## src/hw/rtl/bspe_pkg.sv

```systemverilog
// bspe_pkg: shared sizes, command and status codes and control structs
// for the byte stack program evaluator; no dependencies
package bspe_pkg;

   localparam int STACK_DEPTH    = 64;
   localparam int POSITION_LIMIT = 1024;

   localparam int DEPTH_W = $clog2(STACK_DEPTH + 1);
   localparam int POS_W   = $clog2(POSITION_LIMIT);

   localparam int CMD_W    = 4;
   localparam int DATA_W   = 8;
   localparam int STATUS_W = 2;
   localparam int DETAIL_W = 10;

   typedef enum logic [CMD_W-1:0] {
      CMD_PUSH0  = 4'd0,
      CMD_PUSH1  = 4'd1,
      CMD_PUSHA  = 4'd2,
      CMD_NOT    = 4'd3,
      CMD_SHL1   = 4'd4,
      CMD_SHR1   = 4'd5,
      CMD_SHR2   = 4'd6,
      CMD_SHR4   = 4'd7,
      CMD_AND    = 4'd8,
      CMD_OR     = 4'd9,
      CMD_XOR    = 4'd10,
      CMD_ADD    = 4'd11,
      CMD_IFZERO = 4'd12
   } cmd_type;

   localparam logic [STATUS_W-1:0] STATUS_OK    = 2'd0;
   localparam logic [STATUS_W-1:0] STATUS_RANGE = 2'd1;
   localparam logic [STATUS_W-1:0] STATUS_DEPTH = 2'd2;

   // how the stack shifts for one instruction
   typedef enum logic [2:0] {
      SOP_HOLD    = 3'd0,
      SOP_PUSH    = 3'd1,
      SOP_REPLACE = 3'd2,
      SOP_POP1    = 3'd3,
      SOP_POP2    = 3'd4
   } stack_op_type;

   typedef struct packed {
      logic                bad;
      stack_op_type        op;
      logic [DATA_W-1:0]   top;
      logic [DEPTH_W-1:0]  depth_next;
   } exec_type;

   // low detail bits of a count of any width up to 32
   function automatic logic [DETAIL_W-1:0] to_detail(input logic [31:0] v);
      return v[DETAIL_W-1:0];
   endfunction

endpackage

```

## src/hw/rtl/byte_stack_program_evaluator_top.sv

```systemverilog
// byte_stack_program_evaluator_top: postfix byte stack program evaluator
// depends on bspe_pkg, bspe_exec and bspe_stack
//
//  channel | dir | handshake            | word
//  req     | in  | req_tvalid/req_tready | tdata: command, argument; tlast: last
//  rsp     | out | rsp_tvalid/rsp_tready | tdata: status, value, detail
//
// one instruction word per cycle, except while a last word waits for the result register;
// a word in the input register is decoded and drives the top-three-entry stack update
// on the last word, rsp_tvalid comes from the result register, loaded from the input register
// a last word waits in the input register only while the result register is
// full and rsp_tready is low; other words never wait on the result side
// synchronous reset clears the control state; the stack itself is not reset
module byte_stack_program_evaluator_top
   import bspe_pkg::*;
(
   input  logic        clock,
   input  logic        reset,
   input  logic        req_tvalid,
   output logic        req_tready,
   input  logic [15:0] req_tdata,   // [3:0] command, [11:4] argument, [15:12] zero
   input  logic        req_tlast,
   output logic        rsp_tvalid,
   input  logic        rsp_tready,
   output logic [23:0] rsp_tdata    // [1:0] status, [9:2] value, [19:10] detail, zero above
);

   localparam logic [POS_W-1:0] POS_MAX = POS_W'(POSITION_LIMIT - 1);

   // input register
   logic               in_valid_ff, in_valid_in;
   logic [CMD_W-1:0]   in_cmd_ff;
   logic [DATA_W-1:0]  in_arg_ff;
   logic               in_last_ff;

   // program state
   logic [DEPTH_W-1:0] depth_ff, depth_in;
   logic [POS_W-1:0]   index_ff, index_in;
   logic               err_ff, err_in;
   logic [POS_W-1:0]   err_idx_ff, err_idx_in;

   // result register
   logic                out_valid_ff, out_valid_in;
   logic [STATUS_W-1:0] out_status_ff, out_status_in;
   logic [DATA_W-1:0]   out_value_ff, out_value_in;
   logic [DETAIL_W-1:0] out_detail_ff, out_detail_in;

   logic               out_free;
   logic               exe_fire;
   logic               stk_enable;
   logic [DATA_W-1:0]  s0, s1, s2;
   exec_type           ex;

   // a last word needs a free result slot, others always proceed
   assign out_free   = !out_valid_ff || rsp_tready;
   assign exe_fire   = in_valid_ff && (!in_last_ff || out_free);
   assign req_tready = !in_valid_ff || exe_fire;
   assign stk_enable = exe_fire && !err_ff;

   bspe_exec u_exec (
      .cmd   (in_cmd_ff),
      .arg   (in_arg_ff),
      .s0    (s0),
      .s1    (s1),
      .s2    (s2),
      .depth (depth_ff),
      .ex    (ex)
   );

   bspe_stack u_stack (
      .clock  (clock),
      .enable (stk_enable),
      .ex     (ex),
      .s0     (s0),
      .s1     (s1),
      .s2     (s2)
   );

   assign in_valid_in = req_tready ? req_tvalid : in_valid_ff;

   always_comb begin
      logic               err_n;
      logic [POS_W-1:0]   err_idx_n;
      logic [DEPTH_W-1:0] depth_n;

      err_n     = err_ff;
      err_idx_n = err_idx_ff;
      depth_n   = depth_ff;
      // once an error is latched the stack and depth freeze
      if (!err_ff) begin
         if (ex.bad) begin
            err_n     = 1'b1;
            err_idx_n = index_ff;
         end else begin
            depth_n = ex.depth_next;
         end
      end

      depth_in      = depth_ff;
      index_in      = index_ff;
      err_in        = err_ff;
      err_idx_in    = err_idx_ff;
      out_status_in = out_status_ff;
      out_value_in  = out_value_ff;
      out_detail_in = out_detail_ff;

      if (exe_fire) begin
         if (in_last_ff) begin
            // report and clear for the next program
            depth_in   = '0;
            index_in   = '0;
            err_in     = 1'b0;
            err_idx_in = '0;
            if (err_n) begin
               out_status_in = STATUS_RANGE;
               out_value_in  = '0;
               out_detail_in = to_detail(32'(err_idx_n));
            end else if (depth_n != DEPTH_W'(1)) begin
               out_status_in = STATUS_DEPTH;
               out_value_in  = '0;
               out_detail_in = to_detail(32'(depth_n));
            end else begin
               out_status_in = STATUS_OK;
               out_value_in  = ex.top;
               out_detail_in = '0;
            end
         end else begin
            depth_in   = depth_n;
            err_in     = err_n;
            err_idx_in = err_idx_n;
            // position saturates at POSITION_LIMIT - 1
            if (index_ff != POS_MAX) begin
               index_in = index_ff + POS_W'(1);
            end
         end
      end
   end

   always_comb begin
      out_valid_in = out_valid_ff;
      if (exe_fire && in_last_ff) begin
         out_valid_in = 1'b1;
      end else if (rsp_tready) begin
         out_valid_in = 1'b0;
      end
   end

   always_ff @(posedge clock) begin
      if (reset) begin
         in_valid_ff  <= 1'b0;
         depth_ff     <= '0;
         index_ff     <= '0;
         err_ff       <= 1'b0;
         err_idx_ff   <= '0;
         out_valid_ff <= 1'b0;
      end else begin
         in_valid_ff  <= in_valid_in;
         depth_ff     <= depth_in;
         index_ff     <= index_in;
         err_ff       <= err_in;
         err_idx_ff   <= err_idx_in;
         out_valid_ff <= out_valid_in;
      end
   end

   // payload registers, no reset
   always_ff @(posedge clock) begin
      if (req_tready && req_tvalid) begin
         in_cmd_ff  <= req_tdata[3:0];
         in_arg_ff  <= req_tdata[11:4];
         in_last_ff <= req_tlast;
      end
      out_status_ff <= out_status_in;
      out_value_ff  <= out_value_in;
      out_detail_ff <= out_detail_in;
   end

   assign rsp_tvalid = out_valid_ff;
   assign rsp_tdata  = {4'b0, out_detail_ff, out_value_ff, out_status_ff};

endmodule

```

## src/hw/rtl/bspe_exec.sv

```systemverilog
// bspe_exec: decodes one command against the top three stack entries
// and the depth; depends on bspe_pkg
module bspe_exec
   import bspe_pkg::*;
(
   input  logic [CMD_W-1:0]   cmd,
   input  logic [DATA_W-1:0]  arg,
   input  logic [DATA_W-1:0]  s0,
   input  logic [DATA_W-1:0]  s1,
   input  logic [DATA_W-1:0]  s2,
   input  logic [DEPTH_W-1:0] depth,
   output exec_type           ex
);

   localparam logic [DEPTH_W-1:0] DEPTH_FULL = DEPTH_W'(STACK_DEPTH - 1);

   always_comb begin
      ex.bad        = 1'b0;
      ex.op         = SOP_HOLD;
      ex.top        = s0;
      ex.depth_next = depth;
      unique case (cmd)
         CMD_PUSH0, CMD_PUSH1, CMD_PUSHA: begin
            ex.bad        = (depth >= DEPTH_FULL);
            ex.op         = SOP_PUSH;
            ex.depth_next = depth + DEPTH_W'(1);
            if (cmd == CMD_PUSH0) begin
               ex.top = '0;
            end else if (cmd == CMD_PUSH1) begin
               ex.top = DATA_W'(1);
            end else begin
               ex.top = arg;
            end
         end
         CMD_NOT, CMD_SHL1, CMD_SHR1, CMD_SHR2, CMD_SHR4: begin
            ex.bad = (depth == '0);
            ex.op  = SOP_REPLACE;
            unique case (cmd)
               CMD_NOT:  ex.top = ~s0;
               CMD_SHL1: ex.top = s0 << 1;
               CMD_SHR1: ex.top = s0 >> 1;
               CMD_SHR2: ex.top = s0 >> 2;
               default:  ex.top = s0 >> 4;
            endcase
         end
         CMD_AND, CMD_OR, CMD_XOR, CMD_ADD: begin
            ex.bad        = (depth <= DEPTH_W'(1));
            ex.op         = SOP_POP1;
            ex.depth_next = depth - DEPTH_W'(1);
            unique case (cmd)
               CMD_AND: ex.top = s1 & s0;
               CMD_OR:  ex.top = s1 | s0;
               CMD_XOR: ex.top = s1 ^ s0;
               default: ex.top = s1 + s0;
            endcase
         end
         CMD_IFZERO: begin
            // pops condition, then-value, else-value
            ex.bad        = (depth <= DEPTH_W'(2));
            ex.op         = SOP_POP2;
            ex.depth_next = depth - DEPTH_W'(2);
            ex.top        = (s0 == '0) ? s1 : s2;
         end
         default: begin
            // unknown command counts as an error, reported as a range error
            ex.bad = 1'b1;
         end
      endcase
      if (ex.bad) begin
         ex.op         = SOP_HOLD;
         ex.depth_next = depth;
      end
   end

endmodule

```

## src/hw/rtl/bspe_stack.sv

```systemverilog
// bspe_stack: byte stack held as a shift line, entry 0 is the top
// depends on bspe_pkg
module bspe_stack
   import bspe_pkg::*;
(
   input  logic              clock,
   input  logic              enable,
   input  exec_type          ex,
   output logic [DATA_W-1:0] s0,
   output logic [DATA_W-1:0] s1,
   output logic [DATA_W-1:0] s2
);

   logic [DATA_W-1:0] stk_ff [STACK_DEPTH];
   logic [DATA_W-1:0] stk_in [STACK_DEPTH];

   always_comb begin
      stk_in = stk_ff;
      unique case (ex.op)
         SOP_HOLD: begin
         end
         SOP_PUSH: begin
            stk_in[0] = ex.top;
            for (int i = 1; i < STACK_DEPTH; i++) stk_in[i] = stk_ff[i-1];
         end
         SOP_REPLACE: begin
            stk_in[0] = ex.top;
         end
         SOP_POP1: begin
            stk_in[0] = ex.top;
            for (int i = 1; i < STACK_DEPTH - 1; i++) stk_in[i] = stk_ff[i+1];
         end
         SOP_POP2: begin
            stk_in[0] = ex.top;
            for (int i = 1; i < STACK_DEPTH - 2; i++) stk_in[i] = stk_ff[i+2];
         end
         default: begin
         end
      endcase
   end

   always_ff @(posedge clock) begin
      if (enable) begin
         stk_ff <= stk_in;
      end
   end

   assign s0 = stk_ff[0];
   assign s1 = stk_ff[1];
   assign s2 = stk_ff[2];

endmodule
```

## config.mk

```make
export PLATFORM = sky130hd
export DESIGN_NAME = byte_stack_program_evaluator_top
export DESIGN_NICKNAME = d
export VERILOG_FILES = /design/src/hw/rtl/bspe_pkg.sv /design/src/hw/rtl/byte_stack_program_evaluator_top.sv /design/src/hw/rtl/bspe_exec.sv /design/src/hw/rtl/bspe_stack.sv
export SDC_FILE = /design/constraint.sdc
export NUM_CORES = 1
export LEC_CHECK = 0
export ABC_AREA = 1
export BUFFER_PORTS_ARGS = -buffer_cell sky130_fd_sc_hd__buf_2
export CAP_MARGIN = 20
export CORE_MARGIN = 5
export CORE_UTILIZATION = 50
export DETAILED_ROUTE_END_ITERATION = 10
export PLACE_DENSITY = 0.66
export SLEW_MARGIN = 20
export SYNTH_ARGS = -nofsm -noshare
export SYNTH_HDL_FRONTEND = slang
export SYNTH_SLANG_ARGS = --single-unit
export TNS_END_PERCENT = 100
```

## constraint.sdc

```tcl
create_clock -name clock -period 63.2 [get_ports clock]
set_clock_uncertainty 0.2 [all_clocks]
set_input_delay 3.16 -clock clock [delete_from_list [all_inputs] [get_ports clock]]
set_output_delay 3.16 -clock clock [all_outputs]
set_load 0.02 [all_outputs]
```

======== Word-level counts from Yosys, hierarchy flattened ========
Index checks and enable logic that the tools add are counted.
storage, ports and cells
  input port bits ......................... 21
  bits in registers ....................... 575
  word-level logic and storage cells ...... 162
  output and inout port bits .............. 26
cells by class
  reduce and logical (&&, ||, !) cells .... 29
  magnitude comparators ................... 3
  bitwise operators ....................... 4
  muxes and demuxes ....................... 27
  equality and inequality tests ........... 18
  $add $sub $neg .......................... 5
operator list
  operator                 count
  $pmux W488 S3            1
  $mux W10                 6
  $pmux W11 S4             1
  $pmux W8 S4              1
  $mux W7                  4
  $mux W8                  3
  $pmux W8 S3              1
  $pmux W7 S3              1
  $eq A4 B4 Y1 const B     5
  $eq A4 B3 Y1 const B     4
  $pmux W8 S2              1
  $reduce_and A2 Y1        6
  $add A10 B1 Y10 const B  1
  $ne A10 B10 Y1 const B   1
  $add A8 B8 Y8            1
  $and A8 B8 Y8            1
  $eq A4 B2 Y1 const B     2
  $logic_not A8 Y1         1
  $not A8 Y8               1
  $or A8 B8 Y8             1
  $reduce_or A4 Y1         2
  $xor A8 B8 Y8            1
  $add A7 B1 Y7 const B    1
  $ge A7 B6 Y1 const B     1
  other kinds (23)         38

======== Longest topological paths before layout ========
Gate-level depths: netlist of run 1.
  depth in word-level cells ............... 8
  mapped depth ............................ 19
  gate-level depth less buffers ........... 18

======== Modules after synthesis ========
A second synthesis of run 1 with hierarchy kept.
unflattened totals
  cell total of the unflattened synthesis .. 4672
  area, all modules ....................... 36178.4 µm²
modules (own cells, without submodules)
  module                            area an instance (µm²)  instances  cells each
  bspe_stack                        30974.7                 1          3880
  byte_stack_program_evaluator_top  2930.3                  1          345
  bspe_exec                         2273.4                  1          447

======== Least setup slack after synthesis of run 1 ========
No wires, ideal clock.
  kind .................................... in2reg
  start point ............................. input rsp_tready
  end point ............................... register u_stack.stk_ff, in the netlist u_stack.s1[0] (enable)
  stages on the path ...................... 6
  data required time ...................... 61.493 ns
  setup slack ............................. 34.503 ns
  data arrival time ....................... 26.990 ns
  library setup time ...................... 1.507 ns
  path buffers ............................ 0
  path through ............................ nor2_1 -> nand2_1 -> nand2_1 -> nor2_1 -> inv_1 -> a21oi_1
between the ends
  longest elaborated chain between the ends .. 5
RTL lines
  what                                line                                    RTL
  from (decl)                         byte_stack_program_evaluator_top.sv:24  input logic rsp_tready,
  $logic_or A1 B1 Y1                  byte_stack_program_evaluator_top.sv:55  assign out_free = !out_valid_ff || rsp_tready;
  $logic_or A1 B1 Y1                  byte_stack_program_evaluator_top.sv:56  assign exe_fire = in_valid_ff && (!in_last_ff || out_free);
  $logic_and A1 B1 Y1                 byte_stack_program_evaluator_top.sv:56
  $logic_and A1 B1 Y1                 byte_stack_program_evaluator_top.sv:58  assign stk_enable = exe_fire && !err_ff;
  $reduce_and A2 Y1 (no source line)  --
  to (signal assigned)                bspe_stack.sv:44                        stk_ff <= stk_in;
  to (decl)                           bspe_stack.sv:14                        logic [DATA_W-1:0] stk_ff [STACK_DEPTH];
Every way passes these cells.
A chain may end at the register's enable or synchronous reset.

======== Final worst setup path of run 1 ========
  start point ............................. input rsp_tready
  end point ............................... output req_tready
between the ends
  longest elaborated chain between the ends .. 4
RTL lines
  what                 line                                    RTL
  $logic_or A1 B1 Y1   byte_stack_program_evaluator_top.sv:55
  $logic_or A1 B1 Y1   byte_stack_program_evaluator_top.sv:56
  $logic_and A1 B1 Y1  byte_stack_program_evaluator_top.sv:56
  $logic_or A1 B1 Y1   byte_stack_program_evaluator_top.sv:57  assign req_tready = !in_valid_ff || exe_fire;
  to (decl)            byte_stack_program_evaluator_top.sv:20  output logic req_tready,
Every way passes these cells.

==> results of run 1 <==
per-stage QoR:
stage / hold WS (ns) / total power, W / utilization, % / setup WS [ns] / instance area, µm²
global route: 0.270 / 0.000863 / 54.2 / 56.08 / 31200
global placement: 0.236 / 0.000498 / 50.7 / 55.61 / 29200
finish: 0.250 / 0.000827 / 54.2 / 56.13 / 31200
floorplan: 0.226 / 0.000497 / - / 34.50 / 28900
CTS: 0.250 / 0.000837 / 53.9 / 56.12 / 31000
detailed placement: 0.235 / 0.000500 / 50.7 / 55.50 / 29200
sequential cells by signal, indices dropped and copies added, names as in the netlist:
signal          flops
err_ff              1
in_valid_ff         1
in_arg_ff           8
err_idx_ff         10
in_cmd_ff           4
out_detail_ff      10
depth_ff            7
u_stack.s0          8
out_value_ff        8
u_stack.stk_ff    488
u_stack.s1          8
u_stack.s2          8
out_status_ff       2
rsp_tvalid          1
index_ff           10
in_last_ff          1
cells in the final DEF (no fill, tap or decap), types with 8 or more instances in the layout:
cell         n
inv_1      577
clkinv_1    16
nor2_1      63
o211ai_1    10
nand4_1     11
nand2_1    644
clkbuf_16   61
o221ai_1   487
ha_1        25
dfxtp_1     30
clkinv_2    18
nand3_1     33
a21oi_1     54
o2111ai_1    8
o21ai_0     54
buf_2       38
clkbuf_1    11
edfxtp_1   545
o22ai_1     17
synthesized netlist by cell type, types with 3 or more instances:
master	n
nand2_1	644
inv_1	577
edfxtp_1	545
o221ai_1	487
clkbuf_1	83
nor2_1	63
a21oi_1	55
o21ai_0	54
buf_6	47
buf_2	39
nand3_1	33
dfxtp_1	30
ha_1	25
o22ai_1	17
nand4_1	11
o211ai_1	10
o2111ai_1	8
inv_2	6
buf_1	5
nand2_2	5
buf_4	4
nor2_4	4
a211oi_1	3
nor3_1	3
xnor2_1	3
xor2_1	3
worst max-delay path: cells and delay by family:
kind	cells	cell delay [ns]
buf+inv	2	0.28
simple gates	2	0.28
routing by layer:
metal	share of wire [%]	vias to the layer above	routed length [µm]
li1	-	9889	-
met1	48	10100	28000
met2	46	385	26600
met3	4.3	62	2460
met4	1.3	0	772
met5	0	-	0
cell families after synthesis:
group | synth area share (%)
and+or+nand+nor | 10.7
buffers and inverters | 11.4
AOI/OAI and AO/OA | 17.8
DFF | 58.7
adders and majority gates | 1.15
xor gates and xnor gates | 0.182
muxes | 0.113
other | 0.0130
path summary, 6_finish.rpt:
kind | slack (ns) | end | start
worst max-delay path | 56.13 | req_tready | rsp_tready
worst min-delay path | 0.25 | u_stack.stk_ff[7] | u_stack.stk_ff[15]
worst max register to register | 57.75 | u_stack.stk_ff[164] | in_cmd_ff[1]
worst min register to register | 0.25 | u_stack.stk_ff[7] | u_stack.stk_ff[15]
final cells by class:
class                      count  area (µm²)  share of cell area [%]
clock buffer                  72        1570                    5.03
clock inverter                38         280                   0.899
inverter                     587        2210                    7.11
multi-input combinational   1452        8690                    27.9
sequential                   575       17000                    54.4
tap                          765         957                    3.07
timing repair buffer          55         492                    1.58
power by group:
group | internal, W | leakage [nW] | switching [W] | total (W)
registers | 0.000429 | 5.19 | 0.00000501 | 0.000434
clock network | 0.000185 | 0.914 | 0.000149 | 0.000334
logic | 0.0000188 | 7.01 | 0.0000401 | 0.0000590
total | 0.000633 | 13.1 | 0.000194 | 0.000827
==> run summary, run 1 <==
DP Cell Count: 3,428
Core Area: 0.0575 mm²
clk buf depth: 3
most used cell, CP: buf_2
nets: 2,779
top cell type's share of synthesized area: 56.6%
Worst Hold Class: reg2reg
Worst Setup End Kind: output port
synth-to-layout area growth: 7.82%
failing checks: slew limit
ant diodes: 0
Critical Path AT: 3.71 ns
library cells used by synthesis: 44
CTS buffer count: 61
# IOs: 47
hold depth: 0
fill count: 5,023
worst skew pair latency: 0.63 ns
fin crit share: 11.2%
TritonRoute pass-1 iters: 5
leakage power: 13.1 nW
sequential element share of the synthesized area: 58.7%
outcome: finished with violations
Max stage delay cell, worst path: buf_2
Detailed Route Iter0 Violations: 1,831
CTS H-tree lvls: 2
dpl hpwl: 33,300 µm
worst vdd ir: 0.0212 mV
die height: 250 µm
Fmax: 141 MHz
CTS tree: built
initial antenna violation count: 0
critical path class: in2out
post-DR vias/cell: 5.76
max-cap violations: 0
critical path, cell by cell: buf_2 > nor2_1 > nand3_1 > buf_2
DIE AREA: 0.0627 mm²
max incr delay on CP: 0.18 ns
Yosys reg bits: 575
synth warn: 0
Clock transition at path regs: 0.06 ns
non-filler instance count after layout: 3,544
Syn Std Cell Area: 0.0289 mm²
share of flip-flops with an asynchronous set or reset: 0%
vias in the first global route: 19.8k
top cells by area, synth: edfxtp_1, o221ai_1, nand2_1
Setup TNS: 0 ns
Synth area leader: edfxtp_1
Die Wd: 250 µm
endpoints failing setup: 0
Worst-Margin Slew: 1.72 ns
Routed Antenna Nets: 0
first-pass GRT wire length: 96,400 µm
PwrDens: 26.5 mW/mm²
routability cong.: 0.856
Post-Syn Instances: 2,789
R2R cell count: 14
Remaining Overflow, GRT: 0
Worst Path Max Fanout: 3
CTS resizes: 0
Sink Count: 575
Final Hold Vio Count: 0
DRT Wirelength: 57,800 µm
GRT Total Usage: 17.5%
WP data required: 59.84 ns
Vias: 20.4k
wire per inst: 16.3 µm
global route hottest layer: met2
Remaining DRCs: 0
I/O Buffers: 38
Worst Setup Start Kind: primary input
initial core utilization: 50.3%
layout cell share with drive strength beyond 1: 6.19%
largest net degree at the start of global routing: 274
Post-CTS Setup Inserts: 0
FP Rows: 88
hold_buf cts: 0
Avg Inst Size Synth: 10.4 µm²
number of enable flip-flop cells after synthesis: 545
post-layout min period: 7.07 ns
CTS Root Cell: clkbuf_16
unrepaired setup endpoints after global routing: false
M2 GR Usage: 27.7%
ys flop type: edfxtp_1
max_slew headroom: -14.7%
Max Slew Vio Count: 148
met1 GRT Util: 25.9%
M3 GR Usage: 2.73%
Note: power is estimated with default switching activity, not from simulation.
==> inputs of run 2 (changes only) <==
==> constraint.sdc (replaced) <==
create_clock -name clock -period 6.8 [get_ports clock]
set_clock_uncertainty 0.2 [all_clocks]
set_input_delay 0.34 -clock clock [delete_from_list [all_inputs] [get_ports clock]]
set_output_delay 0.34 -clock clock [all_outputs]
set_load 0.02 [all_outputs]
==> run summary, run 2 (synthesized netlist as in run 1, its figures left out) <==
initial core utilization: 50.3% (unchanged)
max incr delay on CP: 0.90 ns (was 0.18 ns)
routability cong.: 0.854 (was 0.856)
Worst-Margin Slew: 1.13 ns (was 1.72 ns)
outcome: finished, final reports clean (was finished with violations)
dpl hpwl: 32,800 µm (was 33,300 µm)
Remaining DRCs: 0 (unchanged)
Sink Count: 575 (unchanged)
wire per inst: 15.8 µm (was 16.3 µm)
# IOs: 47 (unchanged)
r2r setup slk: 2.69 ns (was 57.75 ns)
Final Hold Vio Count: 0 (unchanged)
DP Area: 0.0293 mm² (was 0.0292 mm²)
WP data required: 6.89 ns (was 59.84 ns)
unrepaired setup endpoints after global routing: false (unchanged)
worst vdd ir: 0.174 mV (was 0.0212 mV)
Worst Path Max Fanout: 140 (was 3)
critical path, cell by cell: inv_1 > nand2_2 > inv_2 > nand2_1 > nand2_1 > nand2_2 > nand3_4 > inv_2 > nand2_2 > inv_4 > nand2_8 > buf_4 > o221ai_1 (was buf_2 > nor2_1 > nand3_1 > buf_2)
CTS H-tree lvls: 2 (unchanged)
Buffers & Inverters on Critical Path: 5 (was 2)
Worst Setup End Kind: flip-flop (was output port)
largest net degree at the start of global routing: 175 (was 274)
fin crit share: 60.4%
CTS Root Cell: clkbuf_16 (unchanged)
max reg flops: 488 (unchanged)
DRT Wirelength: 56,300 µm (was 57,800 µm)
Die Wd: 250 µm (unchanged)
Core Area: 0.0575 mm² (unchanged)
Final Cell Area: 0.0314 mm² (was 0.0312 mm²)
PwrDens: 249 mW/mm² (was 26.5 mW/mm²)
die height: 250 µm (unchanged)
leakage power: 13.2 nW (was 13.1 nW)
DP Cell Count: 3,433 (was 3,428)
FF+latch area: 0.0170 mm² (about the same)
fill count: 5,034 (was 5,023)
Clock transition at path regs: 0.06 ns (about the same)
post-layout min period: 4.11 ns
Worst Hold Class: in2reg (was reg2reg)
Max stage delay cell, worst path: buf_4 (was buf_2)
Routed Antenna Nets: 0 (unchanged)
most flop-heavy register: u_stack.stk_ff (unchanged)
worst skew pair latency: 0.62 ns (was 0.63 ns)
critical path class: reg2reg (was in2out)
GRT Total Usage: 17.1% (was 17.5%)
clk buf depth: 3 (unchanged)
TritonRoute pass-1 iters: 5 (unchanged)
I/O Buffers: 38 (unchanged)
most frequent cells in the layout: nand2_1, inv_1, edfxtp_1 (unchanged)
non-filler instance count after layout: 3,566 (was 3,544)
first-pass GRT wire length: 95,100 µm (was 96,400 µm)
Detailed Route Iter0 Violations: 1,763 (was 1,831)
post-DR vias/cell: 5.70 (was 5.76)
FP Rows: 88 (unchanged)
vias in the first global route: 19.7k (was 19.8k)
commonest non-fill, non-tap cell in the layout: nand2_1 (unchanged)
kind of cell adding the most delay to the critical path: buffers and inverters (unchanged)
Remaining Overflow, GRT: 0 (unchanged)
Fmax: 243 MHz
most used cell, CP: nand2_2 (was buf_2)
nets: 2,797 (was 2,779)
max_slew headroom: 24.3% (was -14.7%)
synth-to-layout area growth: 8.76% (was 7.82%)
max-cap violations: 0 (unchanged)
ant diodes: 0 (unchanged)
DIE AREA: 0.0627 mm² (unchanged)
Critical Path AT: 4.20 ns (was 3.71 ns)
CTS resizes: 0 (unchanged)
initial antenna violation count: 0 (unchanged)
Max Slew Vio Count: 0 (was 148)
layout cell share with drive strength beyond 1: 6.60% (was 6.19%)
CTS buffer count: 61 (unchanged)
CTS tree: built (unchanged)
endpoints failing setup: 0 (unchanged)
Worst Setup Start Kind: flip-flop (was primary input)
footprint of the multi-input gates: 0.00871 mm² (was 0.00869 mm²)
Vias: 20.3k (was 20.4k)
run 2: layer usage:
layer  wire [µm]  vias up  GRT usage, %  share of wire (%)
met1       27200     9864          24.9                 48
met3        2380       73          2.90                4.2
met2       25800      471          27.2                 46
li1            -     9925             -                  -
met4         921        0          4.02                1.6
met5           0        -             0                  0
run 2: final cells by class:
type	instances	area share (%)
sequential	575	54.0
multi-input combinational	1452	27.7
inverter	587	7.06
tap	765	3.04
clock inverter	40	1.09
clock buffer	74	5.15
timing repair buffer	73	1.97
run 2: worst register-to-register path: stages (launching register included):
cell and delay [ns]:
edfxtp_1 0.46, inv_1 0.18, nand2_2 0.17, inv_2 0.29, nand2_1 0.12, nand2_1 0.09
nand2_2 0.08, nand3_4 0.14, inv_2 0.05, nand2_2 0.14, inv_4 0.09, nand2_8 0.59
buf_4 0.92, o221ai_1 0.30
run 2: metrics by stage:
step	worst slack (ns)	hold slack [ns]	utilization, %	setup TNS [ns]	total power, W
after global placement	2.86	0.240	50.9	0	0.00463
final	2.69	0.242	54.7	0	0.00784
after global routing	2.38	0.217	54.7	0	0.00817
after floorplan	-3.54	0.226	-	-1725.93	0.00457
after detailed placement	2.74	0.240	50.9	0	0.00465
after CTS	2.73	0.191	54.6	0	0.00794
run 2: what timing repair did:
| item | in CTS | in global routing |
|---|---|---|
| endpoints found under the setup margin | 0 | 0 |
| hold buffers | 18 | 0 |
| setup buffers | 0 | 0 |
| endpoints found under the hold margin | 33 | 0 |
run 2: path summary, 6_finish.rpt:
| check | startpoint | to | depth (start not counted) |
|---|---|---|---|
| setup reg to reg | in_cmd_ff[2] | u_stack.stk_ff[476] | 13 |
| setup / recovery | in_cmd_ff[2] | u_stack.stk_ff[476] | 13 |
| hold / removal | req_tdata[2] | in_cmd_ff[2] | 2 |
| hold reg to reg | u_stack.stk_ff[15] | u_stack.stk_ff[7] | 0 |
run 2: where the power goes:
part	internal [W]	switching (W)	total, W
Sequential	0.00399	0.0000465	0.00404
Combinational	0.000180	0.000372	0.000552
Clock	0.00191	0.00134	0.00325
